[config.mk]
export PLATFORM = sky130hd
export DESIGN_NAME = itda_queue
export DESIGN_NICKNAME = d
export VERILOG_FILES = /design/src/rtl/itda_pkg.sv /design/src/rtl/itda_queue.sv
export SDC_FILE = /design/constraint.sdc
export NUM_CORES = 1
export LEC_CHECK = 0
export BUFFER_PORTS_ARGS = -buffer_cell sky130_fd_sc_hd__buf_2
export CORE_MARGIN = 2
export CORE_UTILIZATION = 46
export DETAILED_ROUTE_END_ITERATION = 8
export PLACE_DENSITY = 0.74
export SLEW_MARGIN = 20
export SYNTH_ARGS = -nofsm -noshare
export SYNTH_HDL_FRONTEND = slang
export SYNTH_SLANG_ARGS = --single-unit
export TNS_END_PERCENT = 30
[constraint.sdc]
create_clock -name clk -period 2.75 [get_ports clk]
set_clock_uncertainty 0.15 [all_clocks]
set_input_delay 0.1375 -clock clk [delete_from_list [all_inputs] [get_ports clk]]
set_output_delay 0.1375 -clock clk [all_outputs]
set_load 0.01 [all_outputs]
[src/rtl/itda_pkg.sv]
`timescale 1ns / 1ps
`default_nettype none
// ----------------------------------------------------------------------------
// itda_pkg
// shared types, constants and power-of-ten tables for the integer to decimal
// ascii converter
// ----------------------------------------------------------------------------
package itda_pkg;

    localparam int POS_W  = 4;
    localparam int MAG_W  = 32;
    localparam int WIDE_W = 36;
    localparam int CHAR_W = 6;

    localparam logic [CHAR_W-1:0] ASCII_ZERO  = 6'd48;
    localparam logic [CHAR_W-1:0] ASCII_MINUS = 6'd45;

    typedef enum logic [1:0] {
        ST_IDLE,
        ST_SIGN,
        ST_DIGIT
    } back_state_t;

    typedef struct packed {
        logic             neg;
        logic [MAG_W-1:0] mag;
        logic [POS_W-1:0] start;
    } entry_t;

    function automatic logic [WIDE_W-1:0] pow10(input logic [POS_W-1:0] idx);
        logic [WIDE_W-1:0] p;
        case (idx)
            4'd0:    p = 36'd1;
            4'd1:    p = 36'd10;
            4'd2:    p = 36'd100;
            4'd3:    p = 36'd1000;
            4'd4:    p = 36'd10000;
            4'd5:    p = 36'd100000;
            4'd6:    p = 36'd1000000;
            4'd7:    p = 36'd10000000;
            4'd8:    p = 36'd100000000;
            4'd9:    p = 36'd1000000000;
            4'd10:   p = 36'd10000000000;
            default: p = 36'd0;
        endcase
        return p;
    endfunction

    function automatic logic [WIDE_W-1:0] multiple(input logic [POS_W-1:0] idx,
                                                   input logic [3:0] k);
        logic [WIDE_W-1:0] p;
        p = pow10(idx);
        return WIDE_W'(p * {32'd0, k});
    endfunction

endpackage
`default_nettype wire

[src/rtl/itda_queue.sv]
`timescale 1ns / 1ps
`default_nettype none
// ----------------------------------------------------------------------------
// itda_queue
// two-entry queue between the classifier and the character sequencer
// ----------------------------------------------------------------------------
module itda_queue (
    input  wire logic              clk,
    input  wire logic              rst_n,
    input  wire logic              push_valid,
    output logic                   push_ready,
    input  wire itda_pkg::entry_t  push_entry,
    output logic                   pop_valid,
    input  wire logic              pop_ready,
    output itda_pkg::entry_t       pop_entry
);

    itda_pkg::entry_t entry_reg [2];
    logic             wr_ptr_reg;
    logic             wr_ptr_next;
    logic             rd_ptr_reg;
    logic             rd_ptr_next;
    logic [1:0]       count_reg;
    logic [1:0]       count_next;
    logic             push;
    logic             pop;

    assign push_ready = (count_reg != 2'd2);
    assign pop_valid  = (count_reg != 2'd0);
    assign pop_entry  = entry_reg[rd_ptr_reg];
    assign push       = push_valid && push_ready;
    assign pop        = pop_valid && pop_ready;

    always_comb
    begin
        wr_ptr_next = push ? ~wr_ptr_reg : wr_ptr_reg;
        rd_ptr_next = pop ? ~rd_ptr_reg : rd_ptr_reg;
        count_next  = count_reg;
        if (push && !pop)
        begin
            count_next = count_reg + 2'd1;
        end
        else if (pop && !push)
        begin
            count_next = count_reg - 2'd1;
        end
    end

    always_ff @(posedge clk or negedge rst_n)
    begin
        if (!rst_n)
        begin
            wr_ptr_reg <= 1'b0;
            rd_ptr_reg <= 1'b0;
            count_reg  <= 2'd0;
        end
        else
        begin
            wr_ptr_reg <= wr_ptr_next;
            rd_ptr_reg <= rd_ptr_next;
            count_reg  <= count_next;
        end
    end

    always_ff @(posedge clk)
    begin
        if (push)
        begin
            entry_reg[wr_ptr_reg] <= push_entry;
        end
    end

    a_count_range: assert property (@(posedge clk) disable iff (!rst_n)
        count_reg != 2'd3)
        else $error("queue count out of range");

    a_ptr_even: assert property (@(posedge clk) disable iff (!rst_n)
        (count_reg == 2'd0 || count_reg == 2'd2) |-> wr_ptr_reg == rd_ptr_reg)
        else $error("queue pointers disagree with count");

    a_fill: assert property (@(posedge clk) disable iff (!rst_n)
        (push && !pop && count_reg == 2'd0) |=> pop_valid)
        else $error("queue lost a transaction");

endmodule
`default_nettype wire

; Yosys cells after proc, flatten, opt, wreduce, memory -nomap -nowiden
; Memory sizes are Yosys's and may differ from the RTL's.
; Cells that the tools add are included.
[totals]
mem_count = 1
latchBits = 0
ff_bits = 4
mem_bits_ro = 0
input_bits = 41
output_inout_bits = 39
wordCells = 21
mem_bits_rw = 74
[op_classes]
n_addsub = 2
mux = 4
div_mod_pow = 0
bitwise = 2
n_reduce_logical = 8
order_cmp = 0
shift = 0
eq_ne = 1
multipliers = 0
[memory_table]
columns = memory, words, width, rd, rd_clocked_by_memory_dff, write_ports, line_no
row1 = entry_reg, 2, 37, 1, 0, 1, itda_queue.sv:18  ; itda_pkg::entry_t entry_reg [2];
[op_table]
columns = cell, count
row1 = $logic_and A1 B1 Y1, 4
row2 = $mux W2, 2
row3 = $reduce_bool A2 Y1, 2
row4 = $add A2 B1 Y2 const B, 1
row5 = $logic_not A1 Y1, 2
row6 = $mux W1, 2
row7 = $ne A2 B2 Y1 const B, 1
row8 = $not A1 Y1, 2
row9 = $sub A2 B1 Y2 const B, 1

; Depth between registers and ports, before layout
; Gate-level depths: netlist of run 1.
[logic_depth]
ltp_word = 6
ltp_mapped = 7
ltp_nobuf = 7

; Worst setup path before layout of run 1
; Ideal clock, no wire load.
[synth_timing]
path_type = register -> register
start = register count_reg[0]
end = memory entry_reg[0][0] (netlist name) (enable)
t_required_ps = 2169
stages_incl_launch_ff = 4
arrival_ps = 2261
n_path_buf = 0
setup_ps = 431
setup_slack_ps = -92
synth_period_minus_slack_ps = 2842
path_cell_list = dfrtp_1 -> nand2b_1 -> nand2_1 -> nor2_1
[synth_via]
elab_chain_cells = 4
[synth_lines]
columns = item, line_no
row1 = from (decl), itda_queue.sv:23  ; logic [1:0] count_reg;
row2 = from (signal assigned), itda_queue.sv:61  ; count_reg <= count_next;
row3 = $ne A2 B2 Y1, itda_queue.sv:28  ; assign push_ready = (count_reg != 2'd2);
row4 = via push_ready, itda_queue.sv:11  ; output logic push_ready,
row5 = $logic_and A1 B1 Y1, itda_queue.sv:31  ; assign push = push_valid && push_ready;
row6 = $mux W1, itda_queue.sv:67  ; if (push)
row7 = $mux W1 (not written as such), itda_queue.sv:69  ; entry_reg[wr_ptr_reg] <= push_entry;
row8 = to (decl), itda_queue.sv:18
; The timed path passes the listed nets, and every way through them passes these cells.

==> results.cfg, run 1 <==
[grt]
grt_pass1_wl_um = 7700
overflow = 0
grt_max_degree = 38
antenna_found_initial = 0
grt_usage_pct = 14.8
grt_pass1_vias = 1667

[clocking]
clk_path_buf_depth = 2
postCtsSetupBuffers = 0
cts_root_buf = clkbuf_8
cts_buffers = 9
h-tree-depth = 3
clock-sinks = 78
path_clk_slew_ns = 0.07
worstSkewPairLatency_ns = 0.32
cts_tree = built

[pwr]
clock_power_share_pct = 20.9
powerDensity_mw_per_mm2 = 940
intPower_mw = 2.70
p_seq_share_pct = 46.6
p_sw_mw = 1.10
switching_share_pct = 28.9
p_total_mw = 3.80
peakVddDrop_v = 0.000716
combPwrFrac_pct = 32.5
leakage_nw = 1.60

[synthesis]
yosys.area.top_type_share_pct = 75.4
ys_seq_area_share_pct = 78.8
synth_cell_type_count = 15
ys_warn_count = 0
synthTopCellsByCount = edfxtp_1, mux2_4, mux2_2, dfrtp_1
ys_top_cells_by_area = edfxtp_1, mux2_4, mux2_2, dfrtp_1, buf_6
synth.net_count = 175
synth.most_common_cell = edfxtp_1
synth-async-reset-ratio_pct = 5.13
netlist_instances = 133
syn_area_mm2 = 0.00295
synth_area_leader_cell = edfxtp_1
synth-edff-count = 74
ys.flop_type = edfxtp_1
synth.avg_cell_area_um2 = 22.2
synth-seq-cells = 78

[floorplan]
rows = 29
die_height_um = 84.0
core_area_mm2 = 0.00628
ios = 80
design.die.area_mm2 = 0.00706
die_w_um = 84.0
initial_core_util_pct = 46.9

[sta]
setup_viol = 0
final_hold_viol_count = 0
tns_ns = 0
min_period_ns = 2.11
final_max_slew_viol_count = 0
fmax_mhz = 473
fin_crit_sh_pct = 76.9
tightest_slew_ns = 0.570
rsz0062_at_grt = false
max_slew_margin_pct = 62.0
layout_setup_ws_ns = 0.635
holdWs_ns = 0.0355

[cells_and_area]
layout.cells.non_filler = 346
drive_gt1_share_pct = 51.7
diodes = 0
largest_reg_flops = 74
fillCellCount = 447
nNetsFinal = 306
final_util_pct = 64.3
design_area_mm2 = 0.00404
area_delta_synth_final_pct = 37.0

[setup_path]
cp_max_fo = 21
worstPathArrival_ns = 1.83
path_class = flip-flop to primary output
end_kind = primary output
cp.required_ns = 2.46
critPathLaunchType = flip-flop

[placement]
portBuffers = 79
pre_cts_slack_ns = 0.843
gp_congestion = 0.674
place_area_mm2 = 0.00345
place_inst = 290
dpl.hpwl_um = 3050

[run]
drv_cap = 0

[detailed_routing]
firstDrtPassIters = 4
route.detailed.drc = 0
ant_nets = 0
vias = 1599
wirelength_um = 4980
routedWlPerCell_um = 14.4
drt_iter0_drc = 68
via_per_inst = 4.62

[worst_hold_path]
hold_path.class = input port to flip-flop

[outcome]
status = finished clean
-- metal layers --
| layer | up-vias | track usage (%) | part of all wire (%) |
|---|---|---|---|
| met5 | - | 0 | 0 |
| met2 | 54 | 26.3 | 56 |
| met3 | 4 | 4.35 | 4.4 |
| met4 | 0 | 7.33 | 1.3 |
| met1 | 764 | 15.8 | 38 |
| li1 | 777 | - | - |
-- critical path, cell delays in order, from the launching register on --
cell	delay (ns)
dfrtp_2	0.69
buf_4	0.34
mux2_4	0.33
buf_2	0.14
-- cell usage in the layout, fill, tap and decap left out --
master / netlist / layout
nand2_1: 2 / 2
clkbuf_8: 0 / 9
dlygate4sd3_1: 0 / 40
mux2_4: 20 / 20
nor2_1: 2 / 1
buf_2: 1 / 79
dfrtp_1: 4 / 3
clkinvlp_4: 0 / 3
xor2_1: 2 / 2
nor2_4: 0 / 1
inv_1: 1 / 1
ha_1: 1 / 1
nand2b_1: 1 / 1
or2_1: 1 / 1
xnor2_1: 3 / 3
bufinv_16: 0 / 1
and3_2: 0 / 1
clkinv_2: 0 / 2
dfrtp_2: 0 / 1
mux2_2: 17 / 17
clkbuf_1: 0 / 1
edfxtp_1: 74 / 74
buf_4: 0 / 5
-- layout make-up --
type / instances / area, µm² / area share (%)
clock buffers: 10 / 128 / 3.16
multi-input cells: 50 / 591 / 14.6
inverters: 1 / 3.75 / 0.0930
repair buffers: 124 / 833 / 20.6
clock inverters: 6 / 62.6 / 1.55
flip-flops and latches: 78 / 2320 / 57.5
well taps: 77 / 96.3 / 2.39
-- cell families after synthesis --
| kind of cell | after synthesis | synth area share (%) |
|---|---|---|
| DFF | 78 | 78.8 |
| muxes | 37 | 16.7 |
| and+or+nand+nor | 7 | 1.15 |
| xor gates and xnor gates | 5 | 1.49 |
| buffers and inverters | 5 | 1.44 |
| adders and majority gates | 1 | 0.425 |
-- path summary, 6_finish.rpt --
path	startpoint	end	slack, ns	cells past startpoint
max	rd_ptr_reg	pop_entry[2]	0.64	3
min	push_valid	wr_ptr_reg	0.04	3
max reg2reg	count_reg[0]	entry_reg[1][4]	0.89	3
min reg2reg	count_reg[1]	count_reg[1]	0.34	1
max in group asynchronous	rst_n	rd_ptr_reg	1.73	3
min in group asynchronous	rst_n	count_reg[1]	0.54	3
-- power by group through the flow --
stage,Combinational (mW),Sequential (mW),Clock [mW]
floorplan,0.879,1.72,0
global placement,1.19,1.78,0
detailed placement,1.20,1.80,0
CTS,1.25,1.77,0.822
global route,1.32,1.80,0.880
finish,1.23,1.77,0.795
-- what timing repair did --
item	4_1_cts	5_1_grt
hold buffers	40	0
hold endpoints to repair	79	0
gates resized for setup	0	0
(Power assumes the default switching activity.)
==> run 2: changes to the inputs <==
- CORE_UTILIZATION: 46 -> 51
- PLACE_DENSITY: 0.74 -> 0.78
- clock period: 2.75 -> 2.1 ns (I/O delays scaled with it)
==> results.cfg, run 2 (same netlist as run 1, synthesis figures left out) <==
[cells_and_area]
area_delta_synth_final_pct = 36.2
largest_reg_flops = 74
design_area_mm2 = 0.00401
layout.cells.non_filler = 339
seq_area_mm2 = 0.00232
final_util_pct = 72.4
fillCellCount = 373
drive_gt1_share_pct = 49.8
multi_input_area_um2 = 591
final_common_cell = buf_2
most-common-layout-cells = buf_2, edfxtp_1, dlygate4sd3_1
nNetsFinal = 306
diodes = 0

[sta]
holdWs_ns = 0.336
setup_viol = 0
max_slew_margin_pct = 77.8
final_max_slew_viol_count = 0
min_period_ns = 1.93
tns_ns = 0
rsz0062_at_grt = false
tightest_slew_ns = 0.334
fin_crit_sh_pct = 92.0
fmax_mhz = 517
final_hold_viol_count = 0

[clocking]
postCtsSetupBuffers = 0
clk_path_buf_depth = 2
cts_buffers = 9
h-tree-depth = 3
path_clk_slew_ns = 0.07
holdBufCountCts = 41
cts_root_buf = clkbuf_8
cts-resized-gates = 0
worstSkewPairLatency_ns = 0.33
cts_tree = built
clock-sinks = 78

[pwr]
intPower_mw = 3.42
powerDensity_mw_per_mm2 = 1210
p_seq_share_pct = 47.3
combPwrFrac_pct = 34.8
peakVddDrop_v = 0.000826
clock_power_share_pct = 17.9
switching_share_pct = 29.3
leakage_nw = 1.60
p_sw_mw = 1.42

[grt]
grt_pass1_vias = 1709
grt_max_degree = 38
grt_pass1_wl_um = 7700
antenna_found_initial = 0
overflow = 0
grt_usage_pct = 17.0

[setup_path]
end_kind = primary output
worstPathArrival_ns = 1.68
reg2reg_depth = 7
r2r_slack_ns = 0.36
reg2reg_from = count_reg[0]
path_class = flip-flop to primary output
rr_endpoint = count_reg[1]
cp_max_fo = 26
critPathLaunchType = flip-flop
cp.required_ns = 1.85

[detailed_routing]
wirelength_um = 5070
vias = 1633
route.detailed.drc = 0
drt_iter0_drc = 58
routedWlPerCell_um = 15.0
firstDrtPassIters = 4
ant_nets = 0
via_per_inst = 4.82

[placement]
gp_congestion = 0.676
portBuffers = 79
dpl.hpwl_um = 3100
place_inst = 284
place_area_mm2 = 0.00346

[floorplan]
ios = 80
core_area_mm2 = 0.00554
rows = 27
design.die.area_mm2 = 0.00640
die_w_um = 80.0
die_height_um = 80.0
initial_core_util_pct = 53.2

[worst_hold_path]
hold_end = entry_reg[1][17]
hold_path.class = input port to flip-flop
min_path_cells = 2
hold_start = push_entry[17]

[run]
drv_cap = 0

[outcome]
status = finished clean
## run 2: cell count changes in the layout (fill, tap and decap cells not counted), sizes merged
cell	before	now
dlygate4sd3	40	41
clkinvlp	3	0
bufinv	1	0
buf	84	83
clkinv	2	4
## run 2: worst max path at each step
stage | endpoint | cells after the start | start | slack [ns]
2_1_floorplan | entry_reg[1][0] | 2 | count_reg[0] | 0.003
3_3_place_gp | pop_entry[36] | 3 | rd_ptr_reg | 0.50
3_5_place_dp | count_reg[1] | 7 | count_reg[0] | 0.39
4_1_cts | pop_entry[29] | 3 | rd_ptr_reg | 0.15
5_1_grt | pop_entry[29] | 3 | rd_ptr_reg | 0.09
6_report | pop_entry[31] | 3 | rd_ptr_reg | 0.17
## run 2: worst max-delay path: stages, from the launching register on
cell	delay, ns
dfrtp_2	0.57
buf_12	0.26
mux2_2	0.36
buf_2	0.14
## run 2: per-layer routing
metal	part of all wire, %	global-route usage (%)	up-vias
li1	-	-	778
met2	54	30.0	50
met5	0	0	-
met4	0.91	6.10	0
met3	5.3	6.11	4
met1	40	18.7	801
## run 2: power groups by stage
stage	clock network (mW)	registers, mW	logic, mW
2_1_floorplan	0	2.25	1.16
3_3_place_gp	0	2.30	1.62
3_5_place_dp	0	2.33	1.64
4_1_cts	0.884	2.29	1.71
5_1_grt	0.959	2.33	1.81
6_report	0.867	2.29	1.68
## run 2: stage by stage
stage | power (mW) | setup WS (ns)
detailed placement | 3.97 | 0.393
global placement | 3.92 | 0.498
floorplan | 3.40 | 0.00254
global route | 5.09 | 0.0911
finish | 4.84 | 0.167
CTS | 4.88 | 0.153
## run 2: area by class of cell
cell class	count	area share, %
clock inverters	4	0.405
repair buffers	124	21.5
flip-flops and latches	78	57.9
multi-input cells	50	14.7
well taps	72	2.25
inverters	1	0.0935
clock buffers	10	3.18
==> run 3: changes to the inputs <==
- ABC_AREA: default -> 1
- CORE_MARGIN: 2 -> 1.5
==> results.cfg, run 3 <==
[synthesis]
synth_cell_type_count = 14
synth.avg_cell_area_um2 = 13.2
synth-edff-count = 74
synth-seq-cells = 78
synth.net_count = 264
synth_top_family_by_area = simple AND/OR/NAND/NOR gates
synthAdderAreaFrac_pct = 0.428
synthXorXnorAreaFrac_pct = 0.599
synthSimpleGateAreaFrac_pct = 16.3
synthTopCellsByCount = nand2_1, edfxtp_1, inv_1, buf_6, dfrtp_1
netlist_instances = 222
synth_mux_area_share_pct = 0
yosys.area.top_type_share_pct = 75.9
synth_area_leader_cell = edfxtp_1
synth-async-reset-ratio_pct = 5.13
ys_top_cells_by_area = edfxtp_1, nand2_1, dfrtp_1, buf_6, inv_1
syn_area_mm2 = 0.00293
synth_compound_area_share_pct = 0
ys.flop_type = edfxtp_1
synth.most_common_cell = nand2_1
ys_seq_area_share_pct = 79.4
ys_warn_count = 0

[pwr]
peakVddDrop_v = 0.000688
powerDensity_mw_per_mm2 = 1220
leakage_nw = 1.73

[floorplan]
die_height_um = 78.8
design.die.area_mm2 = 0.00620
initial_core_util_pct = 53.1
ios = 80
core_area_mm2 = 0.00551
die_w_um = 78.8
rows = 27

[clocking]
h-tree-depth = 3
cts_buffers = 9
clock-sinks = 78
clk_path_buf_depth = 2
worstSkewPairLatency_ns = 0.34
cts_tree = built
path_clk_slew_ns = 0.07
cts_root_buf = clkbuf_8

[cells_and_area]
nNetsFinal = 391
final_util_pct = 71.6
drive_gt1_share_pct = 27.8
area_delta_synth_final_pct = 34.6
largest_reg_flops = 74
fillCellCount = 365
final_common_cell = nand2_1
most-common-layout-cells = nand2_1, buf_2, edfxtp_1
layout.cells.non_filler = 424
diodes = 0

[grt]
antenna_found_initial = 0
grt_usage_pct = 18.6
grt_pass1_vias = 1828
grt_max_degree = 39
grt_pass1_wl_um = 8320
overflow = 0

[sta]
min_period_ns = 1.83
tightest_slew_ns = 0.636
layout_setup_ws_ns = 0.270
fin_crit_sh_pct = 87.1
holdWs_ns = 0.109
rsz0062_at_grt = false
final_max_slew_viol_count = 0
setup_viol = 0
final_hold_viol_count = 0
fmax_mhz = 546
max_slew_margin_pct = 57.5

[setup_path]
cp_cell_sequence = inv_2, nand2_1, nand2_1, buf_2
critPathLaunchType = flip-flop
critPathMaxStageDelay_ns = 0.48
worst-path-buf-inv = 2
cp_top_family = buffers and inverters
worstPathArrival_ns = 1.57
critPathMostFrequentCell = nand2_1
end_kind = primary output
cp_max_fo = 38
path_class = flip-flop to primary output
critical-path-slowest-cell = inv_2
cp.required_ns = 1.85

[detailed_routing]
wirelength_um = 5300
routedWlPerCell_um = 12.5
ant_nets = 0
via_per_inst = 4.65
drt_iter0_drc = 94
vias = 1970
firstDrtPassIters = 4
route.detailed.drc = 0

[placement]
portBuffers = 79
dpl.hpwl_um = 3050
place_inst = 370
gp_congestion = 0.870
pre_cts_slack_ns = 0.383

[run]
drv_cap = 0

[worst_hold_path]
hold_path.class = input port to flip-flop

[outcome]
status = finished clean
[run 3: path summary, 6_finish.rpt]
check | start | to | slack (ns) | cells after the start
min in group asynchronous | rst_n | count_reg[1] | 0.51 | 3
max in group asynchronous | rst_n | wr_ptr_reg | 1.11 | 3
worst min-delay path | push_valid | wr_ptr_reg | 0.11 | 3
worst max-delay path | rd_ptr_reg | pop_entry[23] | 0.27 | 4
worst min register to register | count_reg[1] | count_reg[1] | 0.36 | 2
worst max register to register | count_reg[0] | count_reg[1] | 0.35 | 9
[run 3: report_power, final]
| part | leakage [nW] | internal (mW) | switching (mW) |
|---|---|---|---|
| Sequential | 0.736 | 2.13 | 0.0957 |
| Clock | 0.0765 | 0.408 | 0.458 |
| Combinational | 0.921 | 0.606 | 1.10 |
[run 3: stage by stage]
stage	total power, mW	TNS (ns)	instance area [µm²]
after detailed placement	3.91	0	3390
after global routing	5.11	0	3940
after floorplan	3.33	-8.90	2930
final	4.80	0	3940
after CTS	4.82	0	3940
after global placement	3.87	0	3390
[run 3: timing repair]
| action | in CTS | in global routing |
|---|---|---|
| hold endpoints to repair | 79 | 0 |
| gates resized for setup | 0 | 0 |
| hold buffers | 40 | 0 |
| endpoints found under the setup margin | 0 | 0 |
| setup buffers | 0 | 0 |
[run 3: layout make-up]
class                           instances  area (µm²)  share of cell area [%]
Tap cell                               72        90.1                    2.29
Timing Repair Buffer                  124         833                    21.1
Multi-Input combinational cell        129         523                    13.3
Inverter                                7        26.3                   0.667
Clock inverter                          3        13.8                   0.349
Clock buffer                           11         131                    3.33
Sequential cell                        78        2320                    58.9
[run 3: layer usage]
layer / part of all wire [%] / vias up / wire (µm) / track usage (%)
met4: 2.1 / 0 / 112 / 9.29
met5: 0 / - / 0 / 0
li1: - / 989 / - / -
met3: 6.9 / 10 / 364 / 6.44
met2: 50 / 81 / 2650 / 32.1
met1: 41 / 890 / 2170 / 20.5
[run 3: kinds of logic after synthesis]
logic type,count (synthesis)
xor+xnor,2
buf+inv,15
simple gates,126
fa+ha+maj,1
flops,78
[run 3: tightest hold or removal path: cells and delay by family]
| family | cells | cell delay [ns] |
|---|---|---|
| and+or+nand+nor | 1 | 0.23 |
| xor gates and xnor gates | 1 | 0.12 |
| buffers and inverters | 1 | 0.10 |
